===== src/hw/rtl/spss_pkg.sv =====
// Shared types and constants for the servo PWM step sequencer.
// Used by servo_pwm_step_sequencer; depends on nothing.
`timescale 1ns / 1ps

package spss_pkg;

  localparam int CLK_BITS  = 20;   // timer width of period and widths
  localparam int MAX_STEPS = 16;   // step table depth
  localparam int STEP_W    = 4;    // step index width
  localparam int HOLD_W    = 16;
  localparam int REP_W     = 16;
  localparam int CFG_IDX_W = 1;

  localparam logic [CLK_BITS-1:0] PERIOD_RESET      = CLK_BITS'(100000);
  localparam logic [CLK_BITS-1:0] START_WIDTH_RESET = CLK_BITS'(12500);

  typedef enum logic [1:0] {
    FUNC_TICK  = 2'd0,
    FUNC_FEED  = 2'd1,
    FUNC_STOP  = 2'd2,
    FUNC_WRITE = 2'd3
  } func_t;

  typedef enum logic [CFG_IDX_W-1:0] {
    REG_PERIOD      = 1'd0,
    REG_START_WIDTH = 1'd1
  } cfg_reg_t;

  typedef struct packed {
    func_t               func;
    logic [REP_W-1:0]    repeat_count;
    logic [STEP_W-1:0]   step_slot;
    logic [CLK_BITS-1:0] step_target;
    logic [CLK_BITS-1:0] step_speed;
    logic [HOLD_W-1:0]   step_hold;
  } in_item_t;

  typedef struct packed {
    logic                pin_level;
    logic                running;
    logic [CLK_BITS-1:0] pulse_width;
    logic [STEP_W-1:0]   step_now;
    logic                feed_accepted;
  } out_item_t;

endpackage


===== src/hw/rtl/servo_pwm_step_sequencer.sv =====
// Servo PWM step sequencer top level: request decode, state update, step table,
// output register with skid stage. Depends on spss_pkg.
`timescale 1ns / 1ps

// Usage
// -----
// in channel  (in_valid/in_ready/in_data): one request per item. func selects
//   timer tick, feed start, stop, or step table write. Each tick advances the
//   PWM phase countdown by one timer clock.
// out channel (out_valid/out_ready/out_data): exactly one result per request:
//   pin level, run flag, current pulse width, step index, feed accepted flag.
// cfg channel (cfg_valid/cfg_ready/cfg_index/cfg_data): register writes,
//   always ready. Write only while idle.
// Each result is registered and presented from the output register.
// Throughput: one request per cycle while the skid stage is empty. The whole state update is a
//   single pass of logic from the state registers back to themselves; the
//   longest path is the slew step (compare, subtract, clamp, add).
// Stall: a result waiting on out_ready does not block the next request; it
//   lands in a one-entry skid stage, and in_ready drops only while that is full.
// Reset (rst, synchronous): run flag off, pin low, width back to the default
//   start width, speed table emptied (per-entry nonzero flags). Target and
//   hold entries are not cleared. A start width write only matters at reset,
//   where the register returns to its default anyway, so it is not stored.
module servo_pwm_step_sequencer (
  input  logic                            clk,
  input  logic                            rst,
  input  logic                            in_valid,
  output logic                            in_ready,
  input  spss_pkg::in_item_t              in_data,
  output logic                            out_valid,
  input  logic                            out_ready,
  output spss_pkg::out_item_t             out_data,
  input  logic                            cfg_valid,
  output logic                            cfg_ready,
  input  logic [spss_pkg::CFG_IDX_W-1:0]  cfg_index,
  input  logic [spss_pkg::CLK_BITS-1:0]   cfg_data
);

  localparam int CW = spss_pkg::CLK_BITS;
  localparam int SW = spss_pkg::STEP_W;
  localparam int HW = spss_pkg::HOLD_W;
  localparam int RW = spss_pkg::REP_W;

  // configuration
  logic [CW-1:0] period_clks;

  // step table; speed is qualified by a nonzero flag that reset clears
  logic [CW-1:0] target_table [spss_pkg::MAX_STEPS];
  logic [CW-1:0] speed_table  [spss_pkg::MAX_STEPS];
  logic [HW-1:0] hold_table   [spss_pkg::MAX_STEPS];
  logic [spss_pkg::MAX_STEPS-1:0] speed_nz;

  // sequencer state
  logic [CW-1:0] phase_countdown, phase_countdown_next;
  logic [CW-1:0] next_phase_len, next_phase_len_next;
  logic [CW-1:0] width_now, width_now_next;
  logic [HW-1:0] hold_left, hold_left_next;
  logic [SW-1:0] step_pointer, step_pointer_next;
  logic [RW-1:0] passes_left, passes_left_next;
  logic          run_flag, run_flag_next;
  logic          pin_state, pin_state_next;
  logic          feed_ok;

  // output register and skid stage
  logic                o_valid, s_valid;
  spss_pkg::out_item_t o_data, s_data, result;

  logic in_acc;
  logic tbl_wr;

  assign in_ready  = !s_valid;
  assign in_acc    = in_valid && in_ready;
  assign cfg_ready = 1'b1;
  assign out_valid = o_valid;
  assign out_data  = o_data;

  // current and following step lookups
  logic [CW-1:0] cur_tgt, cur_spd;
  logic [HW-1:0] cur_hold;
  logic          cur_live, nxt_live;
  logic [SW:0]   sp_inc;

  assign cur_tgt  = target_table[step_pointer];
  assign cur_spd  = speed_table[step_pointer];
  assign cur_hold = hold_table[step_pointer];
  assign cur_live = speed_nz[step_pointer];
  assign sp_inc   = {1'b0, step_pointer} + (SW+1)'(1);
  assign nxt_live = (sp_inc < (SW+1)'(spss_pkg::MAX_STEPS)) && speed_nz[sp_inc[SW-1:0]];

  // slew-limited move toward the current target
  logic          mv_up, mv_clamp, mv_reached;
  logic [CW-1:0] mv_dist, mv_width;

  assign mv_up      = cur_tgt > width_now;
  assign mv_dist    = mv_up ? (cur_tgt - width_now) : (width_now - cur_tgt);
  assign mv_clamp   = mv_dist > cur_spd;
  assign mv_reached = !mv_clamp;
  assign mv_width   = mv_clamp ? (mv_up ? (width_now + cur_spd) : (width_now - cur_spd))
                               : cur_tgt;

  always_comb begin
    logic [RW-1:0] pass_dec;
    logic          end_pass;
    logic [CW-1:0] flip_len;
    logic [HW-1:0] hold_dec;

    phase_countdown_next = phase_countdown;
    next_phase_len_next  = next_phase_len;
    width_now_next       = width_now;
    hold_left_next       = hold_left;
    step_pointer_next    = step_pointer;
    passes_left_next     = passes_left;
    run_flag_next        = run_flag;
    pin_state_next       = pin_state;
    feed_ok              = 1'b0;
    tbl_wr               = 1'b0;
    end_pass             = 1'b0;
    pass_dec             = (passes_left != '0) ? (passes_left - RW'(1)) : passes_left;
    flip_len             = period_clks - next_phase_len;
    hold_dec             = hold_left - HW'(1);

    case (in_data.func)
      spss_pkg::FUNC_TICK: begin
        if (run_flag) begin
          if (phase_countdown > CW'(1)) begin
            phase_countdown_next = phase_countdown - CW'(1);
          end else begin
            phase_countdown_next = next_phase_len;
            pin_state_next       = !pin_state;
            next_phase_len_next  = flip_len;
            if (pin_state) begin
              // falling edge: hold countdown, slew step, or end of pass
              if (hold_left != '0) begin
                hold_left_next = hold_dec;
                if (hold_dec == '0) begin
                  if (nxt_live) begin
                    step_pointer_next = sp_inc[SW-1:0];
                  end else begin
                    end_pass = 1'b1;
                  end
                end
              end else if (!cur_live) begin
                end_pass = 1'b1;
              end else begin
                width_now_next      = mv_width;
                next_phase_len_next = mv_width;
                if (mv_reached) begin
                  hold_left_next = (cur_hold == '0) ? HW'(1) : cur_hold;
                end
              end
            end
          end
        end
      end
      spss_pkg::FUNC_FEED: begin
        if (!run_flag) begin
          step_pointer_next    = '0;
          next_phase_len_next  = width_now;
          hold_left_next       = '0;
          passes_left_next     = (in_data.repeat_count == '0) ? RW'(1)
                                                              : in_data.repeat_count;
          phase_countdown_next = period_clks - width_now;
          run_flag_next        = 1'b1;
          feed_ok              = 1'b1;
        end
      end
      spss_pkg::FUNC_STOP: begin
        run_flag_next = 1'b0;
      end
      spss_pkg::FUNC_WRITE: begin
        tbl_wr = ({1'b0, in_data.step_slot} < (SW+1)'(spss_pkg::MAX_STEPS));
      end
      default: begin
      end
    endcase

    if (end_pass) begin
      passes_left_next = pass_dec;
      if (pass_dec == '0) begin
        run_flag_next = 1'b0;
      end else begin
        step_pointer_next = '0;
      end
    end
  end

  assign result.pin_level     = pin_state_next;
  assign result.running       = run_flag_next;
  assign result.pulse_width   = width_now_next;
  assign result.step_now      = step_pointer_next;
  assign result.feed_accepted = feed_ok;

  // config register
  always_ff @(posedge clk) begin
    if (rst) begin
      period_clks <= spss_pkg::PERIOD_RESET;
    end else if (cfg_valid && cfg_ready &&
                 cfg_index == spss_pkg::CFG_IDX_W'(spss_pkg::REG_PERIOD)) begin
      period_clks <= cfg_data;
    end
  end

  // step table payload, no reset
  always_ff @(posedge clk) begin
    if (in_acc && tbl_wr) begin
      target_table[in_data.step_slot] <= in_data.step_target;
      speed_table[in_data.step_slot]  <= in_data.step_speed;
      hold_table[in_data.step_slot]   <= in_data.step_hold;
    end
  end

  always_ff @(posedge clk) begin
    if (rst) begin
      speed_nz <= '0;
    end else if (in_acc && tbl_wr) begin
      speed_nz[in_data.step_slot] <= (in_data.step_speed != '0);
    end
  end

  // sequencer state
  always_ff @(posedge clk) begin
    if (rst) begin
      phase_countdown <= '0;
      next_phase_len  <= '0;
      width_now       <= spss_pkg::START_WIDTH_RESET;
      hold_left       <= '0;
      step_pointer    <= '0;
      passes_left     <= '0;
      run_flag        <= 1'b0;
      pin_state       <= 1'b0;
    end else if (in_acc) begin
      phase_countdown <= phase_countdown_next;
      next_phase_len  <= next_phase_len_next;
      width_now       <= width_now_next;
      hold_left       <= hold_left_next;
      step_pointer    <= step_pointer_next;
      passes_left     <= passes_left_next;
      run_flag        <= run_flag_next;
      pin_state       <= pin_state_next;
    end
  end

  // output register plus skid
  always_ff @(posedge clk) begin
    if (rst) begin
      o_valid <= 1'b0;
      s_valid <= 1'b0;
    end else if (out_ready || !o_valid) begin
      if (s_valid) begin
        o_valid <= 1'b1;
        s_valid <= 1'b0;
      end else begin
        o_valid <= in_acc;
      end
    end else if (in_acc) begin
      s_valid <= 1'b1;
    end
  end

  always_ff @(posedge clk) begin
    if (out_ready || !o_valid) begin
      if (s_valid) begin
        o_data <= s_data;
      end else if (in_acc) begin
        o_data <= result;
      end
    end else if (in_acc) begin
      s_data <= result;
    end
  end

  // checks
  a_skid_needs_out: assert property (@(posedge clk) disable iff (rst)
    s_valid |-> o_valid)
    else $error("skid holds a result while the output register is empty");

  a_feed_runs: assert property (@(posedge clk) disable iff (rst)
    (o_valid && o_data.feed_accepted) |-> o_data.running)
    else $error("accepted feed reported without running");

  a_stop_clears: assert property (@(posedge clk) disable iff (rst)
    (in_acc && in_data.func == spss_pkg::FUNC_STOP) |=> !run_flag)
    else $error("stop request left the sequencer running");

  a_pin_idle: assert property (@(posedge clk) disable iff (rst)
    !run_flag |=> pin_state == $past(pin_state))
    else $error("pin toggled while stopped");

endmodule

===== config.mk =====
export PLATFORM = sky130hd
export DESIGN_NAME = servo_pwm_step_sequencer
export DESIGN_NICKNAME = d
export VERILOG_FILES = /design/src/hw/rtl/spss_pkg.sv /design/src/hw/rtl/servo_pwm_step_sequencer.sv
export SDC_FILE = /design/constraint.sdc
export NUM_CORES = 1
export LEC_CHECK = 0
export BUFFER_PORTS_ARGS = -buffer_cell sky130_fd_sc_hd__clkbuf_2
export CAP_MARGIN = 10
export CORE_UTILIZATION = 60
export CTS_CLUSTER_SIZE = 10
export DETAILED_ROUTE_END_ITERATION = 10
export PLACE_DENSITY_LB_ADDON = 0.15
export SYNTH_ARGS = -nofsm -noshare
export SYNTH_HDL_FRONTEND = slang
export SYNTH_SLANG_ARGS = --single-unit

===== constraint.sdc =====
create_clock -name clk -period 11.24 [get_ports clk]
set_clock_uncertainty 0.15 [all_clocks]
set_input_delay 1.686 -clock clk [delete_from_list [all_inputs] [get_ports clk]]
set_output_delay 1.686 -clock clk [all_outputs]
set_load 0.02 [all_outputs]

# Word level (Yosys, flattened, before mapping)
# Memory sizes are Yosys's and may differ from the RTL's. A register that Yosys moved wholly into a read port is not among the register bits.
# Index checks and enable logic that the tools add are counted.
[totals] word_cells=161 latch_bits=0 ff_bits=190 mem_count=3 mem_bits_rw=896 mem_bits_ro=0
[op_classes] muxes=79 div_mod_pow=0 reduce_logical=27 n_addsub=10 n_mul=0 n_bitwise=2 order_cmp=8 shifts=0 eq_ne=10
[memory_table] name="speed_table" words=16 width=20 rd=1 rd_ports_with_merged_regs=1 write_ports=1 line="servo_pwm_step_sequencer.sv:49" rtl="logic [CW-1:0] speed_table [spss_pkg::MAX_STEPS];"
[memory_table] name="target_table" words=16 width=20 rd=1 rd_ports_with_merged_regs=1 write_ports=1 line="servo_pwm_step_sequencer.sv:48" rtl="logic [CW-1:0] target_table [spss_pkg::MAX_STEPS];"
[memory_table] name="hold_table" words=16 width=16 rd=1 rd_ports_with_merged_regs=1 write_ports=1 line="servo_pwm_step_sequencer.sv:50" rtl="logic [HW-1:0] hold_table [spss_pkg::MAX_STEPS];"
[ops] operator="20-bit 2-to-1 mux" count=18
[ops] operator="16-bit 2-to-1 mux" count=13
[ops] operator="20-bit subtractor" count=5
[ops] operator="20-bit one-hot mux with 2 select lines" count=2
[ops] operator="16-bit logical NOT" count=4
[ops] operator="4-bit 2-to-1 mux" count=15
[ops] operator="27-bit 2-to-1 mux" count=2
[ops] operator="20-bit greater-than comparator" count=2
[ops] operator="16-bit one-hot mux with 2 select lines" count=1
[ops] operator="16-bit nonzero test" count=2
[ops] operator="16-bit by 1-bit subtractor with 16-bit output (second input constant)" count=2
[ops] operator="1-bit 2-to-1 mux" count=22
[ops] operator="20-bit adder" count=1
[ops] operator="20-bit by 1-bit greater-than comparator with 1-bit output (second input constant)" count=1
[ops] operator="20-bit nonzero test" count=1
[ops] operator="20-bit by 1-bit subtractor with 20-bit output (second input constant)" count=1
[ops] operator="16-bit bitwise mux" count=1
[ops] operator="4-bit by 5-bit < comparator with 1-bit output (second input constant)" count=3
[ops] operator="1-bit binary-select mux with 4-bit select" count=2
[ops] operator="2-bit != test (second input constant)" count=4
[ops] operator="4-bit one-hot mux with 2 select lines" count=1
[ops] operator="8-bit AND reduction" count=1
[ops] operator="3-bit != test (second input constant)" count=2
[ops] operator="2-bit nonzero test" count=3
[ops] operator="18 further kinds" count=27

# Longest topological paths before layout
[logic_depth] word_depth=15 mapped_depth=36

# Least setup slack after synthesis
# Ideal clock, no wire load.
[synth_timing] path_type="register to register" startpoint="register with a tool-made name" endpoint="register o_data, in the netlist out_data[8], data pin" path_slack_ns=2.895 required_ns=10.830 period_less_slack_ns=8.345 path_stages_with_launch=31 arrival_ns=7.935 cell_sequence="dfxtp_1 buf_6 buf_6 buf_4 buf_2 buf_2 buf_2 mux4_2 mux4_2 ha_1 buf_2 nand3_1 nor2_1 o211ai_1 a21oi_1 clkbuf_1 clkbuf_1 clkbuf_1 mux2_2 ha_1 nor2b_1 o21a_1 o21a_1 o21a_1 o31ai_1 and2_1 clkbuf_1 buf_2 o21ai_0 mux2_2 mux2_2"
[synth_rtl] element="end signal, assigned" line="servo_pwm_step_sequencer.sv:263" rtl="o_data <= s_data;"
[synth_rtl] element="end signal, assigned" line="servo_pwm_step_sequencer.sv:265" rtl="o_data <= result;"
[synth_rtl] element="end, declared" line="servo_pwm_step_sequencer.sv:66" rtl="spss_pkg::out_item_t o_data, s_data, result;"

==> impl_table.tex <==
\begin{tabular}{lr}
\hline
Metric & Value \\
\hline
\multicolumn{2}{l}{\textbf{Run status}} \\
Run status & finished clean \\
\multicolumn{2}{l}{\textbf{Setup path}} \\
Data arrival time at the worst-slack endpoint & around 10 ns \\
Setup slack of the most critical reg-to-reg path & between 1 and 1.5 ns \\
CP Data Required Time & 11.52 ns \\
Critical path launch point type & flop \\
Crit-path max FO & 40 \\
Setup crit end kind & flop \\
Worst Path Class, Setup & reg2reg \\
\multicolumn{2}{l}{\textbf{Floorplan}} \\
\# rows & 105 \\
Die boundary width & 290 µm \\
Top-Level Pins & 134 \\
Total Die Area & roughly 84,000 µm² \\
Std-Cell Core Area & 82,000 µm² \\
Die H & between 200 and 300 µm \\
Effective utilization at floorplan & 60.6\% \\
\multicolumn{2}{l}{\textbf{Synthesis}} \\
Mux contribution to synthesized area & 13.7\% \\
Most frequently used cell type in the post-synthesis netlist & sky130\_fd\_sc\_hd\_\_edfxtp\_1 \\
Synth unique cells & 95 \\
Number of nets in the synthesized netlist & 3,579 \\
Synthesized-area fraction occupied by ao, oa, aoi and oai cells & 8.01\% \\
Most instantiated flip-flop cell in the synthesis netlist & sky130\_fd\_sc\_hd\_\_edfxtp\_1 \\
Combinational family with the most area after synthesis & multiplexers \\
Cell type with the largest total area after synthesis & sky130\_fd\_sc\_hd\_\_edfxtp\_1 \\
Area share of and/or/nand/nor cells after synthesis & 7.51\% \\
Share of synthesized flip-flops with an asynchronous set or reset & 0\% \\
Adder-Cell Fraction of Synth Area & 3.38\% \\
Leading post-synthesis cells by cell area & sky130\_fd\_sc\_hd\_\_edfxtp\_1, sky130\_fd\_sc\_hd\_\_mux4\_2, sky130\_fd\_sc\_hd\_\_dfxtp\_1 \\
Sequential fraction of the synthesis area & around 63\% \\
Flip-flop and latch count after synthesis & 1,090 \\
Post-Syn Instances & 3,344 \\
Synthesized area & $\sim$50,000 µm² \\
Portion of synthesized cell area occupied by the leading cell type & 57.5\% \\
Count of flip-flops with a built-in enable after synthesis & 950 \\
Most numerous cell types in the synthesized netlist & sky130\_fd\_sc\_hd\_\_edfxtp\_1, sky130\_fd\_sc\_hd\_\_mux4\_2, sky130\_fd\_sc\_hd\_\_nand2\_1 \\
Synthesized-area fraction occupied by xor and xnor cells & 1.71\% \\
Synth warn & 0 \\
Average size of a mapped cell & 14.8 µm² \\
\multicolumn{2}{l}{\textbf{Place}} \\
Routability-driven placement congestion ratio & 0.950 \\
Count of input and output buffers & 132 \\
Post-detail-place hpwl & 82,800 µm \\
Placed cell count & approximately 4,400 \\
Cell area reported after detailed placement & 51,400 µm² \\
Pre-CTS worst setup slack & 1.54 ns \\
\multicolumn{2}{l}{\textbf{Routing}} \\
Via-per-instance ratio & about 6.7 \\
Vias after detailed routing & 31,000 \\
DR pass1 iterations & 6 \\
Number of violations reported at the end of detailed-routing iteration 0 & $\sim$3,300 \\
Residual antenna-violating net count after detailed routing & 0 \\
Final WL & 132,000 µm \\
Routed len/inst & 28.5 µm \\
Number of design rule violations left after detail routing & 0 \\
\multicolumn{2}{l}{\textbf{Pwr}} \\
Clock Power Share & 40.6\% \\
Max rail drop VDD & between 150 and 200 µV \\
Internal Power & roughly 6700 µW \\
Fraction of power consumed by combinational cells & 7.7\% \\
Switching power & 1990 µW \\
Share of power burned in registers & 51.7\% \\
Leakage power summed over all cells & 0.0184 µW \\
Power density normalized to cell area & 158 nW/µm² \\
Switching part of the total power & 22.9\% \\
\multicolumn{2}{l}{\textbf{GRT}} \\
Total routing resource utilization after global routing & 31.9\% \\
Grt total ovfl & 0 \\
GR Util met2 & 52.0\% \\
Initial antenna violation count & 4 \\
GR peak layer & met2 \\
Maximum number of pins on one net before global-route repair & 97 \\
Wire length of the first global-routing pass & 195,000 µm \\
Met3 track demand over resource in global routing & 5.37\% \\
Vias in the first global route & 30,600 \\
Met1 Use GR & approximately 43\% \\
\multicolumn{2}{l}{\textbf{Clock network}} \\
CTS H-tree depth & 3 \\
Post-CTS repair timing setup buffer count & 0 \\
CTS tree & built \\
Clock Pin Slew Worst Setup and Hold Paths & 0.06 ns \\
Clock buffer depth & 3 \\
Insertion delay to the later sink of the worst-skew pair & 0.71 ns \\
Post-cts resize count & 0 \\
CTS buffer count & 121 \\
Cts-stage hold buffer count & 0 \\
Clock root buffer & sky130\_fd\_sc\_hd\_\_clkbuf\_16 \\
Clock sink count & 1,090 \\
\multicolumn{2}{l}{\textbf{STA}} \\
Final count of hold timing violations & 0 \\
Final period utilization & 87.0\% \\
Worst hold slack & 0.322 ns \\
Number of failing setup endpoints in the final timing report & 0 \\
RSZ-0062 raised after global routing & no \\
Transition time at the pin with the least slew margin & 1.22 ns \\
Final number of max-transition violations & 0 \\
Total negative slack for setup checks & 0 ns \\
Maximum clock frequency & 0.102 GHz \\
Fin crit period & 9.77 ns \\
Setup ws final & 1.47 ns \\
Slew Limit Headroom & 18.3\% \\
\multicolumn{2}{l}{\textbf{Finish}} \\
Final instance area & approximately 55,000 µm² \\
Proportion of layout cells with a drive suffix above 1 & a little under a fifth \\
Nets@finish & roughly 3,700 \\
Final cell count without fillers & 4,641 \\
Area growth from synthesis to layout & 10.7\% \\
\multicolumn{2}{l}{\textbf{Worst hold path}} \\
Type of the tightest min-delay check & reg2reg \\
Launch instance of the worst min-delay path & period\_clks[0]\$\_SDFFE\_PP0P\_ \\
\multicolumn{2}{l}{\textbf{Job}} \\
Max-cap violations & 0 \\
\hline
\end{tabular}
-- per-stage QoR --
step,power [µW],util (%)
after global placement,5200,62.7
after detailed placement,5230,62.7
final,8700,67.0
after floorplan,5000,-
after global routing,8960,67.0
after CTS,8730,67.0
-- power by group through the flow --
stage	sequential, µW	combinational (µW)	clock, µW
2_1_floorplan	4570	430	0
3_3_place_gp	4570	631	0
3_5_place_dp	4570	655	0
4_1_cts	4490	660	3570
5_1_grt	4500	736	3720
6_report	4490	671	3530
-- routing by layer --
layer	routed length, µm	up-vias
li1	-	13400
met1	51500	15700
met2	64300	1566
met3	11000	317
met4	5380	6
met5	42	-
-- kinds of logic (layout without fill, tap and decap cells) --
kind of cell	count (synthesis)	after routing
xor+xnor	97	97
simple gates	774	774
compound gates	604	604
fa+ha+maj	131	131
buf+inv	298	524
flops	1090	1090
other cells	1	2
mux	349	349
-- registers in the layout (all words and copies together), names as in the netlist, named ones only --
| register | count |
|---|---|
| pin_state | 1 |
| speed_nz | 16 |
| width_now | 20 |
| s_data | 27 |
| target_table | 320 |
| step_pointer | 4 |
| hold_table | 256 |
| out_valid | 1 |
| out_data | 27 |
| hold_left | 16 |
| next_phase_len | 20 |
| s_valid | 1 |
| period_clks | 20 |
| passes_left | 16 |
| run_flag | 1 |
| phase_countdown | 20 |
| speed_table | 320 |
-- cells in the final DEF (no fill, tap or decap), types with 27 or more instances in the layout --
| master | count |
|---|---|
| sky130_fd_sc_hd__nand2_1 | 235 |
| sky130_fd_sc_hd__a21o_1 | 37 |
| sky130_fd_sc_hd__clkbuf_1 | 64 |
| sky130_fd_sc_hd__mux4_2 | 260 |
| sky130_fd_sc_hd__clkbuf_2 | 131 |
| sky130_fd_sc_hd__nand3_1 | 52 |
| sky130_fd_sc_hd__o21ai_0 | 105 |
| sky130_fd_sc_hd__xnor2_1 | 57 |
| sky130_fd_sc_hd__buf_4 | 59 |
| sky130_fd_sc_hd__nor2_1 | 191 |
| sky130_fd_sc_hd__nor4_1 | 27 |
| sky130_fd_sc_hd__a21oi_1 | 171 |
| sky130_fd_sc_hd__a211oi_1 | 49 |
| sky130_fd_sc_hd__clkbuf_16 | 122 |
| sky130_fd_sc_hd__ha_1 | 125 |
| sky130_fd_sc_hd__xor2_1 | 40 |
| sky130_fd_sc_hd__nor3_1 | 72 |
| sky130_fd_sc_hd__inv_1 | 129 |
| sky130_fd_sc_hd__mux2i_1 | 62 |
| sky130_fd_sc_hd__or3_1 | 31 |
| sky130_fd_sc_hd__edfxtp_1 | 950 |
| sky130_fd_sc_hd__o21a_1 | 28 |
| sky130_fd_sc_hd__dfxtp_1 | 137 |
-- critical path: stages (launching register included) --
cell                        delay (ns)
sky130_fd_sc_hd__dfxtp_4          0.89
sky130_fd_sc_hd__buf_4            0.40
sky130_fd_sc_hd__mux4_2           0.53
sky130_fd_sc_hd__mux4_2           0.57
sky130_fd_sc_hd__ha_1             0.50
sky130_fd_sc_hd__nand3_1          0.18
sky130_fd_sc_hd__nor2_1           0.31
sky130_fd_sc_hd__o211ai_1         0.21
sky130_fd_sc_hd__a21oi_2          0.55
sky130_fd_sc_hd__nor3_1           0.14
sky130_fd_sc_hd__a311oi_1         0.36
sky130_fd_sc_hd__o31ai_1          0.17
sky130_fd_sc_hd__a2111oi_0        0.70
sky130_fd_sc_hd__o21ai_0          0.23
sky130_fd_sc_hd__xnor2_1          0.18
sky130_fd_sc_hd__ha_1             0.32
sky130_fd_sc_hd__nand4_1          0.12
sky130_fd_sc_hd__nor4_1           0.08
sky130_fd_sc_hd__o21a_1           0.11
sky130_fd_sc_hd__o31ai_1          0.79
sky130_fd_sc_hd__and2_1           0.85
sky130_fd_sc_hd__a2111oi_0        0.18
sky130_fd_sc_hd__a221oi_1         0.48
sky130_fd_sc_hd__a21oi_1          0.16
sky130_fd_sc_hd__mux2_2           0.31
-- cell type report --
| cell class | instances | area, µm² |
|---|---|---|
| Tap cell | 1070 | 1340 |
| Sequential cell | 1090 | 31300 |
| Clock inverter | 9 | 123 |
| Antenna cell | 1 | 2.50 |
| Multi-Input combinational cell | 1956 | 17100 |
| Inverter | 132 | 497 |
| Fill cell | 5584 | 27000 |
| Timing Repair Buffer | 192 | 1130 |
| Clock buffer | 191 | 3360 |
-- path summary, 6_finish.rpt --
path / end / depth (start not counted)
max: out_data[23]$_DFFE_PP_ / 24
min: period_clks[0]$_SDFFE_PP0P_ / 2
max reg2reg: out_data[23]$_DFFE_PP_ / 24
min reg2reg: period_clks[0]$_SDFFE_PP0P_ / 2
Note: power is estimated with default switching activity, not from simulation.
